--- src/hdl/ptc_pkg.sv ---
package ptc_pkg;

  localparam int TEMP_W     = 8;
  localparam int CFG_IDX_W  = 3;
  localparam int CFG_DATA_W = 8;
  localparam int FAIL_W     = 3;
  localparam int ELAPSED_W  = 15;
  localparam int LIMIT_W    = 14;

  localparam logic signed [TEMP_W-1:0] FAIL_MARK = -8'sd90;
  localparam logic [FAIL_W-1:0]        FAIL_MAX  = 3'd7;
  localparam logic [ELAPSED_W-1:0]     ELAPSED_MAX = 15'd32767;
  localparam logic [5:0]               SECONDS_PER_MINUTE = 6'd60;

  localparam logic signed [TEMP_W-1:0] RST_LOW_ON    = 8'sd45;
  localparam logic signed [TEMP_W-1:0] RST_HIGH_OFF  = 8'sd55;
  localparam logic signed [TEMP_W-1:0] RST_BOILER_MIN = 8'sd30;
  localparam logic [7:0]               RST_RUN_MIN   = 8'd5;
  localparam logic [7:0]               RST_IDLE_MIN  = 8'd20;

  typedef enum logic [1:0] {
    MODE_AUTO  = 2'd0,
    MODE_PULSE = 2'd1,
    MODE_ON    = 2'd2,
    MODE_OFF   = 2'd3
  } mode_t;

  typedef enum logic [CFG_IDX_W-1:0] {
    REG_LOW_ON_TEMP     = 3'd0,
    REG_HIGH_OFF_TEMP   = 3'd1,
    REG_BOILER_MIN_TEMP = 3'd2,
    REG_RUN_MINUTES     = 3'd3,
    REG_IDLE_MINUTES    = 3'd4,
    REG_START_MODE      = 3'd5,
    REG_MEASURE_ALWAYS  = 3'd6,
    REG_AUTO_RECOVER    = 3'd7
  } cfg_reg_t;

endpackage

--- src/hdl/ptc_ifs.sv ---
interface ptc_in_if;
  logic              valid;
  logic              ready;
  logic signed [7:0] radiator_temp;
  logic signed [7:0] boiler_temp;

  modport source (output valid, output radiator_temp, output boiler_temp, input ready);
  modport sink   (input valid, input radiator_temp, input boiler_temp, output ready);
endinterface

interface ptc_out_if;
  logic       valid;
  logic       ready;
  logic       pump_on;
  logic       pulse_lamp;
  logic       auto_lamp;
  logic [1:0] mode_now;

  modport source (output valid, output pump_on, output pulse_lamp, output auto_lamp,
                  output mode_now, input ready);
  modport sink   (input valid, input pump_on, input pulse_lamp, input auto_lamp,
                  input mode_now, output ready);
endinterface

interface ptc_cfg_if;
  logic       valid;
  logic       ready;
  logic [2:0] index;
  logic [7:0] data;

  modport source (output valid, output index, output data, input ready);
  modport sink   (input valid, input index, input data, output ready);
endinterface

--- src/hdl/pump_thermostat_controller.sv ---
// Pump thermostat controller.
// in_ch  : one beat per tick, radiator and boiler readings (-90 = failed read).
// out_ch : one beat per tick, pump drive, pulse and auto lamps, working mode.
// cfg_ch : register writes (index 0..7), always ready, applied the same edge.
//          Write only while no tick is in flight.
// Two register stages (input register, result register) lie between a tick
// accepted on in_ch and its result on out_ch. Throughput: one tick per cycle
// while out_ch is ready; all tick logic sits between the input and result registers.
// A held result does not block input: the input register still takes one beat,
// then in_ch.ready drops until out_ch drains.
// Reset (rst_n low, synchronous): registers return to defaults, auto mode,
// pump off, fail count and elapsed time cleared, both channels empty.
module pump_thermostat_controller #(
  parameter int TICK_SECONDS = 8,
  parameter int FAIL_LIMIT   = 5
) (
  input  logic      clk,
  input  logic      rst_n,
  ptc_in_if.sink    in_ch,
  ptc_out_if.source out_ch,
  ptc_cfg_if.sink   cfg_ch
);
  import ptc_pkg::*;

  // configuration
  logic signed [TEMP_W-1:0] low_on_r, high_off_r, boiler_min_r;
  logic [7:0]               run_min_r, idle_min_r;
  logic                     measure_r, recover_r;

  // state
  mode_t                mode_r;
  logic                 pump_r;
  logic [FAIL_W-1:0]    fail_r;
  logic [ELAPSED_W-1:0] elapsed_r;

  // input register
  logic                     s_valid_r;
  logic signed [TEMP_W-1:0] s_rad_r, s_boil_r;

  // result register
  logic       o_valid_r;
  logic       o_pump_r, o_pulse_r, o_auto_r;
  logic [1:0] o_mode_r;

  logic advance;
  logic cfg_wr;

  assign advance      = s_valid_r && (!o_valid_r || out_ch.ready);
  assign in_ch.ready  = !s_valid_r || advance;
  assign cfg_ch.ready = 1'b1;
  assign cfg_wr       = cfg_ch.valid;

  assign out_ch.valid      = o_valid_r;
  assign out_ch.pump_on    = o_pump_r;
  assign out_ch.pulse_lamp = o_pulse_r;
  assign out_ch.auto_lamp  = o_auto_r;
  assign out_ch.mode_now   = o_mode_r;

  // tick logic
  mode_t                mode0, mode_nxt;
  logic                 pump_nxt, pl_nxt, al_nxt, allow, process, rad_fail, boil_fail;
  logic [FAIL_W-1:0]    fail_nxt;
  logic [ELAPSED_W-1:0] elapsed1, elapsed_nxt;
  logic [ELAPSED_W:0]   el_sum;
  logic [LIMIT_W-1:0]   limit;
  logic [7:0]           minutes;

  always_comb begin
    mode0 = mode_r;
    if (fail_r == '0 && recover_r) begin
      mode0 = MODE_AUTO;
    end
    process   = (mode0 == MODE_AUTO) || measure_r || recover_r;
    rad_fail  = (s_rad_r == FAIL_MARK);
    boil_fail = (s_boil_r == FAIL_MARK);

    mode_nxt = mode0;
    fail_nxt = fail_r;
    elapsed1 = elapsed_r;
    if (process) begin
      if (rad_fail) begin
        if (mode0 == MODE_AUTO) begin
          fail_nxt = (fail_r < FAIL_MAX) ? fail_r + 1'b1 : FAIL_MAX;
          if (fail_nxt >= FAIL_W'(FAIL_LIMIT)) begin
            mode_nxt = MODE_PULSE;
            elapsed1 = '0;
          end
        end
      end else begin
        fail_nxt = '0;
      end
    end

    pump_nxt    = pump_r;
    elapsed_nxt = elapsed1;
    allow       = 1'b1;
    pl_nxt      = 1'b0;
    al_nxt      = 1'b0;
    minutes     = pump_r ? run_min_r : idle_min_r;
    limit       = LIMIT_W'(minutes * SECONDS_PER_MINUTE);
    el_sum      = {1'b0, elapsed1} + (ELAPSED_W+1)'(TICK_SECONDS);

    case (mode_nxt)
      MODE_AUTO: begin
        al_nxt = 1'b1;
        if (!boil_fail) begin
          if (s_boil_r < boiler_min_r) begin
            allow    = 1'b0;
            pump_nxt = 1'b0;
          end
          if (s_rad_r >= s_boil_r) begin
            allow    = 1'b0;
            pump_nxt = 1'b0;
          end
        end
        if (!rad_fail) begin
          if (pump_nxt) begin
            if (s_rad_r >= high_off_r) pump_nxt = 1'b0;
          end else if (s_rad_r < low_on_r) begin
            pump_nxt = allow;
          end
        end
      end
      MODE_PULSE: begin
        pl_nxt      = 1'b1;
        elapsed_nxt = el_sum[ELAPSED_W] ? ELAPSED_MAX : el_sum[ELAPSED_W-1:0];
        if (elapsed_nxt > ELAPSED_W'(limit)) begin
          elapsed_nxt = '0;
          pump_nxt    = !pump_r;
        end
      end
      MODE_ON: begin
        pump_nxt = 1'b1;
        pl_nxt   = 1'b1;
        al_nxt   = 1'b1;
      end
      default: begin
        pump_nxt = 1'b0;
      end
    endcase
  end

  always_ff @(posedge clk) begin
    if (!rst_n) begin
      low_on_r     <= RST_LOW_ON;
      high_off_r   <= RST_HIGH_OFF;
      boiler_min_r <= RST_BOILER_MIN;
      run_min_r    <= RST_RUN_MIN;
      idle_min_r   <= RST_IDLE_MIN;
      measure_r    <= 1'b0;
      recover_r    <= 1'b0;
      mode_r       <= MODE_AUTO;
      pump_r       <= 1'b0;
      fail_r       <= '0;
      elapsed_r    <= '0;
      s_valid_r    <= 1'b0;
      o_valid_r    <= 1'b0;
    end else begin
      if (in_ch.ready) begin
        s_valid_r <= in_ch.valid;
      end
      if (advance) begin
        o_valid_r <= 1'b1;
      end else if (out_ch.ready) begin
        o_valid_r <= 1'b0;
      end

      if (advance) begin
        mode_r    <= mode_nxt;
        pump_r    <= pump_nxt;
        fail_r    <= fail_nxt;
        elapsed_r <= elapsed_nxt;
      end

      if (cfg_wr) begin
        case (cfg_reg_t'(cfg_ch.index))
          REG_LOW_ON_TEMP:     low_on_r     <= $signed(cfg_ch.data);
          REG_HIGH_OFF_TEMP:   high_off_r   <= $signed(cfg_ch.data);
          REG_BOILER_MIN_TEMP: boiler_min_r <= $signed(cfg_ch.data);
          REG_RUN_MINUTES:     run_min_r    <= cfg_ch.data;
          REG_IDLE_MINUTES:    idle_min_r   <= cfg_ch.data;
          REG_START_MODE: begin
            mode_r    <= mode_t'(cfg_ch.data[1:0]);
            elapsed_r <= '0;
            if (mode_t'(cfg_ch.data[1:0]) == MODE_ON) begin
              pump_r <= 1'b1;
            end else if (mode_t'(cfg_ch.data[1:0]) == MODE_OFF) begin
              pump_r <= 1'b0;
            end
          end
          REG_MEASURE_ALWAYS:  measure_r <= cfg_ch.data[0];
          REG_AUTO_RECOVER:    recover_r <= cfg_ch.data[0];
          default: ;
        endcase
      end
    end
  end

  always_ff @(posedge clk) begin
    if (in_ch.ready && in_ch.valid) begin
      s_rad_r  <= in_ch.radiator_temp;
      s_boil_r <= in_ch.boiler_temp;
    end
    if (advance) begin
      o_pump_r  <= pump_nxt;
      o_pulse_r <= pl_nxt;
      o_auto_r  <= al_nxt;
      o_mode_r  <= mode_nxt;
    end
  end

endmodule

--- src/flat_wrapper.sv ---
// flat-port wrapper written by rule: the top's interface ports become plain ports
module pump_thermostat_controller_flat import ptc_pkg::*;
#(
  parameter int TICK_SECONDS = 8,
  parameter int FAIL_LIMIT   = 5
)
  (clk, rst_n, in_ch_valid, in_ch_radiator_temp, in_ch_boiler_temp, in_ch_ready, out_ch_valid, out_ch_pump_on, out_ch_pulse_lamp, out_ch_auto_lamp, out_ch_mode_now, out_ch_ready, cfg_ch_valid, cfg_ch_index, cfg_ch_data, cfg_ch_ready);
  ptc_in_if in_ch_i ();
  ptc_out_if out_ch_i ();
  ptc_cfg_if cfg_ch_i ();
  input  logic clk;
  input  logic rst_n;
  input wire logic [$bits(in_ch_i.valid)-1:0] in_ch_valid;
  input wire logic [$bits(in_ch_i.radiator_temp)-1:0] in_ch_radiator_temp;
  input wire logic [$bits(in_ch_i.boiler_temp)-1:0] in_ch_boiler_temp;
  output wire logic [$bits(in_ch_i.ready)-1:0] in_ch_ready;
  output wire logic [$bits(out_ch_i.valid)-1:0] out_ch_valid;
  output wire logic [$bits(out_ch_i.pump_on)-1:0] out_ch_pump_on;
  output wire logic [$bits(out_ch_i.pulse_lamp)-1:0] out_ch_pulse_lamp;
  output wire logic [$bits(out_ch_i.auto_lamp)-1:0] out_ch_auto_lamp;
  output wire logic [$bits(out_ch_i.mode_now)-1:0] out_ch_mode_now;
  input wire logic [$bits(out_ch_i.ready)-1:0] out_ch_ready;
  input wire logic [$bits(cfg_ch_i.valid)-1:0] cfg_ch_valid;
  input wire logic [$bits(cfg_ch_i.index)-1:0] cfg_ch_index;
  input wire logic [$bits(cfg_ch_i.data)-1:0] cfg_ch_data;
  output wire logic [$bits(cfg_ch_i.ready)-1:0] cfg_ch_ready;
  assign in_ch_i.valid = in_ch_valid;
  assign in_ch_i.radiator_temp = in_ch_radiator_temp;
  assign in_ch_i.boiler_temp = in_ch_boiler_temp;
  assign in_ch_ready = in_ch_i.ready;
  assign out_ch_valid = out_ch_i.valid;
  assign out_ch_pump_on = out_ch_i.pump_on;
  assign out_ch_pulse_lamp = out_ch_i.pulse_lamp;
  assign out_ch_auto_lamp = out_ch_i.auto_lamp;
  assign out_ch_mode_now = out_ch_i.mode_now;
  assign out_ch_i.ready = out_ch_ready;
  assign cfg_ch_i.valid = cfg_ch_valid;
  assign cfg_ch_i.index = cfg_ch_index;
  assign cfg_ch_i.data = cfg_ch_data;
  assign cfg_ch_ready = cfg_ch_i.ready;
  pump_thermostat_controller #(.TICK_SECONDS(TICK_SECONDS), .FAIL_LIMIT(FAIL_LIMIT)) u_core (.clk(clk), .rst_n(rst_n), .in_ch(in_ch_i), .out_ch(out_ch_i), .cfg_ch(cfg_ch_i));
endmodule
--- config.mk ---
export PLATFORM = sky130hd
export DESIGN_NAME = pump_thermostat_controller_flat
export DESIGN_NICKNAME = d
export VERILOG_FILES = /design/src/hdl/ptc_pkg.sv /design/src/hdl/ptc_ifs.sv /design/src/hdl/pump_thermostat_controller.sv /design/src/flat_wrapper.sv
export SDC_FILE = /design/constraint.sdc
export NUM_CORES = 1
export LEC_CHECK = 0
export BUFFER_PORTS_ARGS = -buffer_cell sky130_fd_sc_hd__buf_2
export CAP_MARGIN = 20
export CORE_MARGIN = 10
export CORE_UTILIZATION = 60
export DETAILED_ROUTE_END_ITERATION = 6
export GPL_TIMING_DRIVEN = 0
export PLACE_DENSITY = 0.9
export SETUP_SLACK_MARGIN = 0.1
export SLEW_MARGIN = 10
export SYNTH_ARGS = -nofsm -noshare
export SYNTH_HDL_FRONTEND = slang
export SYNTH_SLANG_ARGS = --single-unit
--- constraint.sdc ---
create_clock -name clk -period 10.9 [get_ports clk]
set_input_delay 1.09 -clock clk [delete_from_list [all_inputs] [get_ports clk]]
set_output_delay 1.09 -clock clk [all_outputs]
set_load 0.01 [all_outputs]
==> impl_results.md, run 1 <==
- Outcome: finished clean
- WL/cell: between 15 and 20 um
- Async SR Flop Fraction: 0
- Max_slew headroom: 0.5056
- Crit path arrival time: between 6000 and 7000 ps
- # DRC: 0
- Tot Pwr: about 0.68 mW
- WL final: 12.69 mm
- Final setup violation count: 0
- Mapped Cells: 621
- Largest net degree at the start of global routing: 17
- Leak: roughly 2.7 nW
- FMAX: around 0.16 GHz
- Count of cell types in the netlist: between 50 and 60
- Layout cells sized above 1: 0.09240
- Sequential cell fraction of total power: 0.501
- Pwr dens: 114.3 nW/um^2
- Cts hold-fix bufs: 0
- Setup crit start kind: flop
- DPL Wire Length: roughly 10 mm
- Min-delay src: u_core.elapsed_r[2]
- Vias per cell: around 6
- Antenna cell count: 0
- Die H: 115.6 um
- Worst Setup End Kind: flop
- Max VDD drop: 98.31 uV
- Clk buf depth: 2
- Initial Util: 0.6230
- RSZ-0062 raised after global routing: no
- First-pass GRT wire length: about 22 mm
- Clock Power Share: 0.331
- Post-CTS setup buffers: 0
- Reg-to-reg startpoint: u_core.pump_r
- Syn Area/Cell: approximately 8.8 um^2
- Register area share after synthesis: 0.3521
- Top post-synthesis cells by area: dfxtp_1 (24%), ha_1 (14%), edfxtp_1 (11%), nand2_1 (7.5%), fa_1 (4.7%)
- Flop2flop setup slack: between 4000 and 5000 ps
- Syn Nets: ~730
- Horiz. Die Dim: around 120 um
- Cell mode on critical path: a21oi_1
- Sw Share: 0.2806
- Final Util: 0.6803
- Area Growth Syn to Fin: 9.191%
- Port buffer count: 34
- Post-synth top area cell: dfxtp_1
- Synth Flop Type: dfxtp_1
- Final GP Congestion: a little under 0.9
- Clock transition at path regs: approximately 80 ps
- TritonCTS clock tree: built
- # IOs: 40
- Comb power frac: 0.168
- MaxCap Viol Count: 0
- WHS Endpoint: u_core.elapsed_r[2]
- Area share of the largest cell type after synthesis: 0.2372
- Synthesis Warnings: 0
- Tcrit/Tclk final: 0.5847
- Fillers: around 650
- Reg2reg end: u_core.pump_r
- Mapped cell area: about 5500 um^2
- WS Path Type: reg -> reg
- Crit path time final: between 6000 and 7000 ps
- PostCTS Resize Cnt: 0
- DR vias: 4663
- Grt ovf: 0
- H-tree lvl count: 3
- Antenna Nets Post-Route: 0
- Crit-path cells: clkbuf_1, mux2i_1, inv_1, fa_1, fa_1, ha_1, a21o_1, a21oi_1, o21ai_0, a21oi_1, o21ai_0, a21o_1, a21oi_1, xor2_1, ha_1, o2111ai_1, a21oi_1, a211oi_1, nand2_1, o41a_1, o211ai_2, or3b_4, a41o_1
- Worst r2r path cells: 23
- Post-synth EDFFs: 21
- Power Internal: about 0.49 mW
- Worst Max-Slew Pin Slew: between 700 and 800 ps
- P_sw: a little under 0.2 mW
- Hold WC Path Type: reg -> reg
- Post-route cell area: 5991 um^2
- Initial antenna violation count: 0
- CTS Sinks: 86
- First DRT Iteration DRCs: between 300 and 400
- Final nets: roughly 770
- TritonCTS Buffers: 9
- Die area: between 10000 and 15000 um^2
- Rows: 34
- Post-placement cell area: slightly below 6000 um^2
- Drt pass-1 iters: 6
- Total track usage: 0.2000
- Synthesis-stage register bit count: 86
- Core area: 8806 um^2
- Vias in the first global route: a little under 5000
- Clk_skew: 13.09 ps
- Clock latency on the worst-skew pair: between 300 and 400 ps
- Critical Path Slowest Stage Cell: fa_1
- Root Buffer: clkbuf_8
- CP Max Fanout: 10
- CP max stage delay: ~610 ps
- Count of pins over their slew limit: 0
- Setup TNS: 0 ps
- WHS Path Cells: 1
- Final hold violations: 0
- Required @ worst endpoint: 11160 ps
==> critical path: cells and delay by family, from the launching register on <==
family | cells | cell delay, ps
AOI/OAI and AO/OA | 13 | 2410
adders and majority gates | 4 | 1640
buffers and inverters | 2 | 690
and+or+nand+nor | 2 | 500
muxes | 1 | 450
DFF | 1 | 340
xor gates and xnor gates | 1 | 220
==> cells in the mapped netlist (2+ instances only) <==
| library cell | instances |
|---|---|
| fa_1 | 13 |
| a211oi_1 | 8 |
| nand3_1 | 30 |
| o21a_1 | 6 |
| a21boi_0 | 29 |
| nand4bb_1 | 2 |
| a21oi_1 | 23 |
| ha_1 | 60 |
| o21ai_1 | 2 |
| nand4_1 | 8 |
| and3_1 | 4 |
| buf_2 | 2 |
| and2_1 | 5 |
| a21o_1 | 7 |
| inv_1 | 67 |
| nor2b_1 | 8 |
| clkbuf_1 | 18 |
| o211a_1 | 4 |
| nand2b_1 | 10 |
| nor2_1 | 17 |
| nor3_1 | 4 |
| edfxtp_1 | 21 |
| or3b_2 | 2 |
| o211ai_1 | 13 |
| or3_1 | 2 |
| dfxtp_1 | 65 |
| o2111ai_1 | 3 |
| nor4_1 | 2 |
| a2111oi_0 | 4 |
| mux2i_1 | 11 |
| xor2_1 | 11 |
| mux2_2 | 2 |
| o21ai_0 | 21 |
| nand2_1 | 110 |
| xnor2_1 | 6 |
==> metrics by stage <==
stage,hold slack (ps),worst slack [ps],std cells
floorplan,427.4,5339,621
global placement,435.3,4711,763
detailed placement,450.0,4525,763
CTS,465.8,4475,779
global route,481.3,4050,779
finish,463.3,4526,779
==> placed cells by master, fill, tap and decap left out, types with 13 or more instances in the layout <==
cell type,instances
nand2_1,110
inv_1,67
dfxtp_1,65
ha_1,60
buf_2,36
nand3_1,30
a21boi_0,29
a21oi_1,23
o21ai_0,21
edfxtp_1,21
clkbuf_1,19
nor2_1,17
o211ai_1,13
fa_1,13
==> sequential cells by signal, indices dropped and copies added, names as in the netlist, 8 cells and up <==
signal and cells:
u_core.boiler_min_r 8, u_core.elapsed_r 15, u_core.high_off_r 8, u_core.idle_min_r 8
u_core.low_on_r 8, u_core.run_min_r 8, u_core.s_boil_r 8, u_core.s_rad_r 8
==> power groups by stage <==
stage	Sequential, mW	Combinational [mW]	Clock, mW
floorplan	0.348	0.0817	0
global placement	0.349	0.106	0
detailed placement	0.350	0.114	0
CTS	0.343	0.115	0.229
global route	0.344	0.131	0.244
finish	0.343	0.115	0.227
==> worst max-delay path by stage <==
stage,start,endpoint,depth (start not counted)
4_1_cts,u_core.pump_r,u_core.pump_r,23
6_report,u_core.pump_r,u_core.pump_r,23
3_5_place_dp,u_core.pump_r,u_core.pump_r,23
3_3_place_gp,u_core.pump_r,u_core.pump_r,23
5_1_grt,u_core.pump_r,u_core.elapsed_r[8],24
2_1_floorplan,u_core.pump_r,u_core.pump_r,23
==> cell families after synthesis <==
| kind of cell | after synthesis | share of synthesized area |
|---|---|---|
| fa+ha+maj | 73 | 0.1843 |
| simple gates | 210 | 0.1786 |
| compound gates | 132 | 0.1697 |
| mux | 13 | 0.02417 |
| xor+xnor | 17 | 0.02714 |
| other cells | 1 | 0.0006835 |
| buf+inv | 89 | 0.06340 |
| flops | 86 | 0.3521 |
==> routing by layer <==
layer	global-route usage	up-vias	routed length, um
met5	0	-	0
met4	0.09842	0	392
met3	0.04858	42	829
met2	0.3368	174	5981
met1	0.2346	2212	5481
li1	-	2235	-
==> final cells by class <==
type                            instances  area, um^2  area share
Sequential cell                        86        1932      0.3225
Multi-Input combinational cell        446        3207      0.5353
Inverter                               67       251.5     0.04198
Buffer                                 22       96.34     0.01608
Clock buffer                           10       127.6     0.02130
Tap cell                              108       135.1     0.02256
Timing Repair Buffer                   34       170.2     0.02840
Clock inverter                          6       71.32     0.01190
No activity file was read; power rests on OpenSTA's default activity.
==> inputs of run 2 (changes only) <==
- CORE_UTILIZATION: 60 -> 55
- PLACE_DENSITY: 0.9 -> 0.88
- clock period: 10.9 -> 5.4 ns (I/O delays scaled with it)
==> impl_results.md, run 2 (synthesis gave the netlist of run 1 again) <==
- Outcome: finished, violations left (was finished clean)
- Failing checks: setup timing
- Fin cells: 835 (was 779)
- Final setup violation count: 4 (was 0)
- CTS Sinks: 86 (unchanged)
- RSZ-0062 raised after global routing: yes (was no)
- Horiz. Die Dim: 119.9 um (was 115.6 um)
- Tcrit/Tclk final: 1.025 (was 0.5847)
- Initial antenna violation count: 1 (was 0)
- Cell Count Post-Placement: 788 (was 763)
- WS Path Type: reg -> reg (unchanged)
- Leak: 2.833 nW (was 2.650 nW)
- Layout cells sized above 1: 0.1880 (was 0.09240)
- Antenna cell count: 0 (unchanged)
- Met3 usage: 0.05204 (was 0.04858)
- Total track usage: 0.1895 (was 0.2000)
- Met2 GRT Util: 0.3253 (was 0.3368)
- Cell mode on critical path: a21o_1 (was a21oi_1)
- DPL Wire Length: 9.963 mm (was 10.10 mm)
- Flop2flop setup slack: -140 ps (was 4530 ps)
- Setup crit start kind: flop (unchanged)
- Setup TNS: -193.7 ps (was 0 ps)
- Max reg flops: 15 (unchanged)
- WHS Path Cells: 1 (unchanged)
- Clock Power Share: 0.310 (was 0.331)
- Worst Max-Slew Pin Slew: 622.1 ps (was 721.0 ps)
- Power Internal: 1.012 mW (was 0.4924 mW)
- First DRT Iteration DRCs: 328 (was 373)
- DR vias: 4803 (was 4663)
- Sequential cell fraction of total power: 0.470 (was 0.501)
- Biggest register: u_core.elapsed_r (unchanged)
- Critical Path Slowest Stage Cell: fa_1 (unchanged)
- Most common cell after layout, fill and taps aside: nand2_1 (unchanged)
- Final nets: 802 (was 771)
- Largest net degree at the start of global routing: 19 (was 17)
- Clock transition at path regs: 110 ps (was 80 ps)
- Hold WC Path Type: in -> reg (was reg -> reg)
- WHS Endpoint: u_core.s_rad_r[3] (was u_core.elapsed_r[2])
- Min-delay src: in_ch_radiator_temp[3] (was u_core.elapsed_r[2])
- Worst Setup End Kind: flop (unchanged)
- FMAX: 0.1806 GHz (was 0.1569 GHz)
- Pwr dens: 225.8 nW/um^2 (was 114.3 nW/um^2)
- P_sw: 0.4648 mW (was 0.1921 mW)
- Commonest cells after routing, fill and taps aside: nand2_1 (110), dfxtp_1 (64), inv_1 (62) (was nand2_1 (110), inv_1 (67), dfxtp_1 (65))
- GR peak layer: met2 (unchanged)
- Port buffer count: 34 (unchanged)
- Clk_skew: 14.38 ps (was 13.09 ps)
- Met1 GRT Util: 0.2164 (was 0.2346)
- Sw Share: 0.3147 (was 0.2806)
- Reg-to-reg startpoint: u_core.pump_r (unchanged)
- Area Growth Syn to Fin: 19.22% (was 9.191%)
- Clock latency on the worst-skew pair: 380 ps (was 370 ps)
- Vias per cell: 5.752 (was 5.986)
- Root Buffer: clkbuf_8 (unchanged)
- Crit path time final: 5537 ps (was 6374 ps)
- Clk buf depth: 2 (unchanged)
- Die area: 14370 um^2 (was 13370 um^2)
- TritonCTS clock tree: built (unchanged)
- Grt ovf: 0 (unchanged)
- Comb power frac: 0.220 (was 0.168)
- Core area: 9729 um^2 (was 8806 um^2)
- Final Worst Setup Slack: -136.5 ps (was 4526 ps)
- # DRC: 0 (unchanged)
- TritonCTS Buffers: 9 (unchanged)
- Max VDD drop: 208.1 uV (was 98.31 uV)
- Final GP Congestion: 0.9481 (was 0.8798)
- Final hold violations: 0 (unchanged)
- Final Util: 0.6723 (was 0.6803)
- Count of pins over their slew limit: 0 (unchanged)
- Vias in the first global route: 4835 (was 4924)
- Crit-path cells: clkbuf_16, mux2i_4, inv_2, fa_1, fa_1, inv_2, fa_2, inv_2, a21oi_4, o21ai_2, a21o_1, a21o_1, a21o_1, a21oi_2, xor2_1, ha_1, a21o_1, a211oi_4, nand2_1, o41a_1, o211ai_2, or3b_4, a41o_1 (was clkbuf_1, mux2i_1, inv_1, fa_1, fa_1, ha_1, a21o_1, a21oi_1, o21ai_0, a21oi_1, o21ai_0, a21o_1, a21oi_1, xor2_1, ha_1, o2111ai_1, a21oi_1, a211oi_1, nand2_1, o41a_1, o211ai_2, or3b_4, a41o_1)
- MaxCap Viol Count: 0 (unchanged)
- CP max stage delay: 570 ps (was 610 ps)
- Rows: 36 (was 34)
- WL/cell: 17.05 um (was 16.28 um)
- Crit path arrival time: 5810 ps (was 6630 ps)
- Required @ worst endpoint: 5670 ps (was 11160 ps)
- First-pass GRT wire length: 22.65 mm (was 21.72 mm)
- H-tree lvl count: 3 (unchanged)
- WL final: 14.24 mm (was 12.69 mm)
- Initial Util: 0.5639 (was 0.6230)
- CP Max Fanout: 8 (was 10)
- # IOs: 40 (unchanged)
- Reg2reg end: u_core.pump_r (unchanged)
- Max_slew headroom: 0.5853 (was 0.5056)
- Worst r2r path cells: 23 (unchanged)
- Drt pass-1 iters: 6 (unchanged)
- Die H: 119.9 um (was 115.6 um)
- Antenna Nets Post-Route: 0 (unchanged)
run 2: cell types whose count changed in the layout (fill, tap and decap cells not counted), sizes merged:
cell / delta
buf: +30
bufinv: -1
clkinv: -4
clkinvlp: +1
inv: +5
run 2: worst max path at each step:
stage	start	endpoint	slack [ps]	cells past startpoint
final	u_core.pump_r	u_core.pump_r	-140	23
after global routing	u_core.pump_r	u_core.pump_r	-250	23
after CTS	u_core.pump_r	u_core.pump_r	100	26
after detailed placement	u_core.pump_r	u_core.pump_r	-530	22
after global placement	u_core.pump_r	u_core.pump_r	-340	22
after floorplan	u_core.pump_r	u_core.pump_r	160	23
run 2: critical path: cells and delay by family (launching register included):
family,cells,cell delay (ps)
multiplexers,1,250
AND/OR/NAND/NOR,2,490
adder cells (fa/ha/maj),4,1830
XOR/XNOR,1,270
buffers and inverters,4,380
flip-flops,1,370
AO/OA/AOI/OAI,11,1860
run 2: area by class of cell:
cell class | count | area [um^2]
clock buffers | 9 | 123.9
fillers | 732 | 3188
well taps | 133 | 166.4
clock inverters | 7 | 70.07
repair buffers | 65 | 414.1
flip-flops and latches | 86 | 1933
plain buffers | 22 | 120.1
inverters | 67 | 251.5
multi-input cells | 446 | 3462
run 2: repair_timing:
item | 4_1_cts | 5_1_grt
setup endpoints to repair | 16 | 16
resized for setup | 24 | 29
buffers inserted | 21 | 10
pin swaps | 14 | 31
hold buffers | 0 | 0
run 2: metal layers:
metal,up-vias,wire (um)
met5,-,13
met4,2,477
met3,46,924
met2,172,7004
met1,2281,5816
li1,2302,-
run 2: power by group through the flow:
stage | sequential (mW) | combinational, mW | clock (mW)
finish | 0.694 | 0.325 | 0.458
global route | 0.696 | 0.355 | 0.486
CTS | 0.693 | 0.269 | 0.457
detailed placement | 0.707 | 0.229 | 0
global placement | 0.706 | 0.214 | 0
floorplan | 0.703 | 0.166 | 0
run 2: through the flow:
step | setup WS (ps) | hold slack (ps) | power (mW) | cell area, um^2
6_report | -136.5 | 322.7 | 1.477 | 6541
5_1_grt | -250.8 | 315.9 | 1.536 | 6541
4_1_cts | 104.1 | 326.3 | 1.418 | 6309
3_5_place_dp | -529.1 | 444.9 | 0.9361 | 5839
3_3_place_gp | -339.1 | 434.9 | 0.9195 | 5839
2_1_floorplan | 161.8 | 427.4 | 0.8685 | 5503
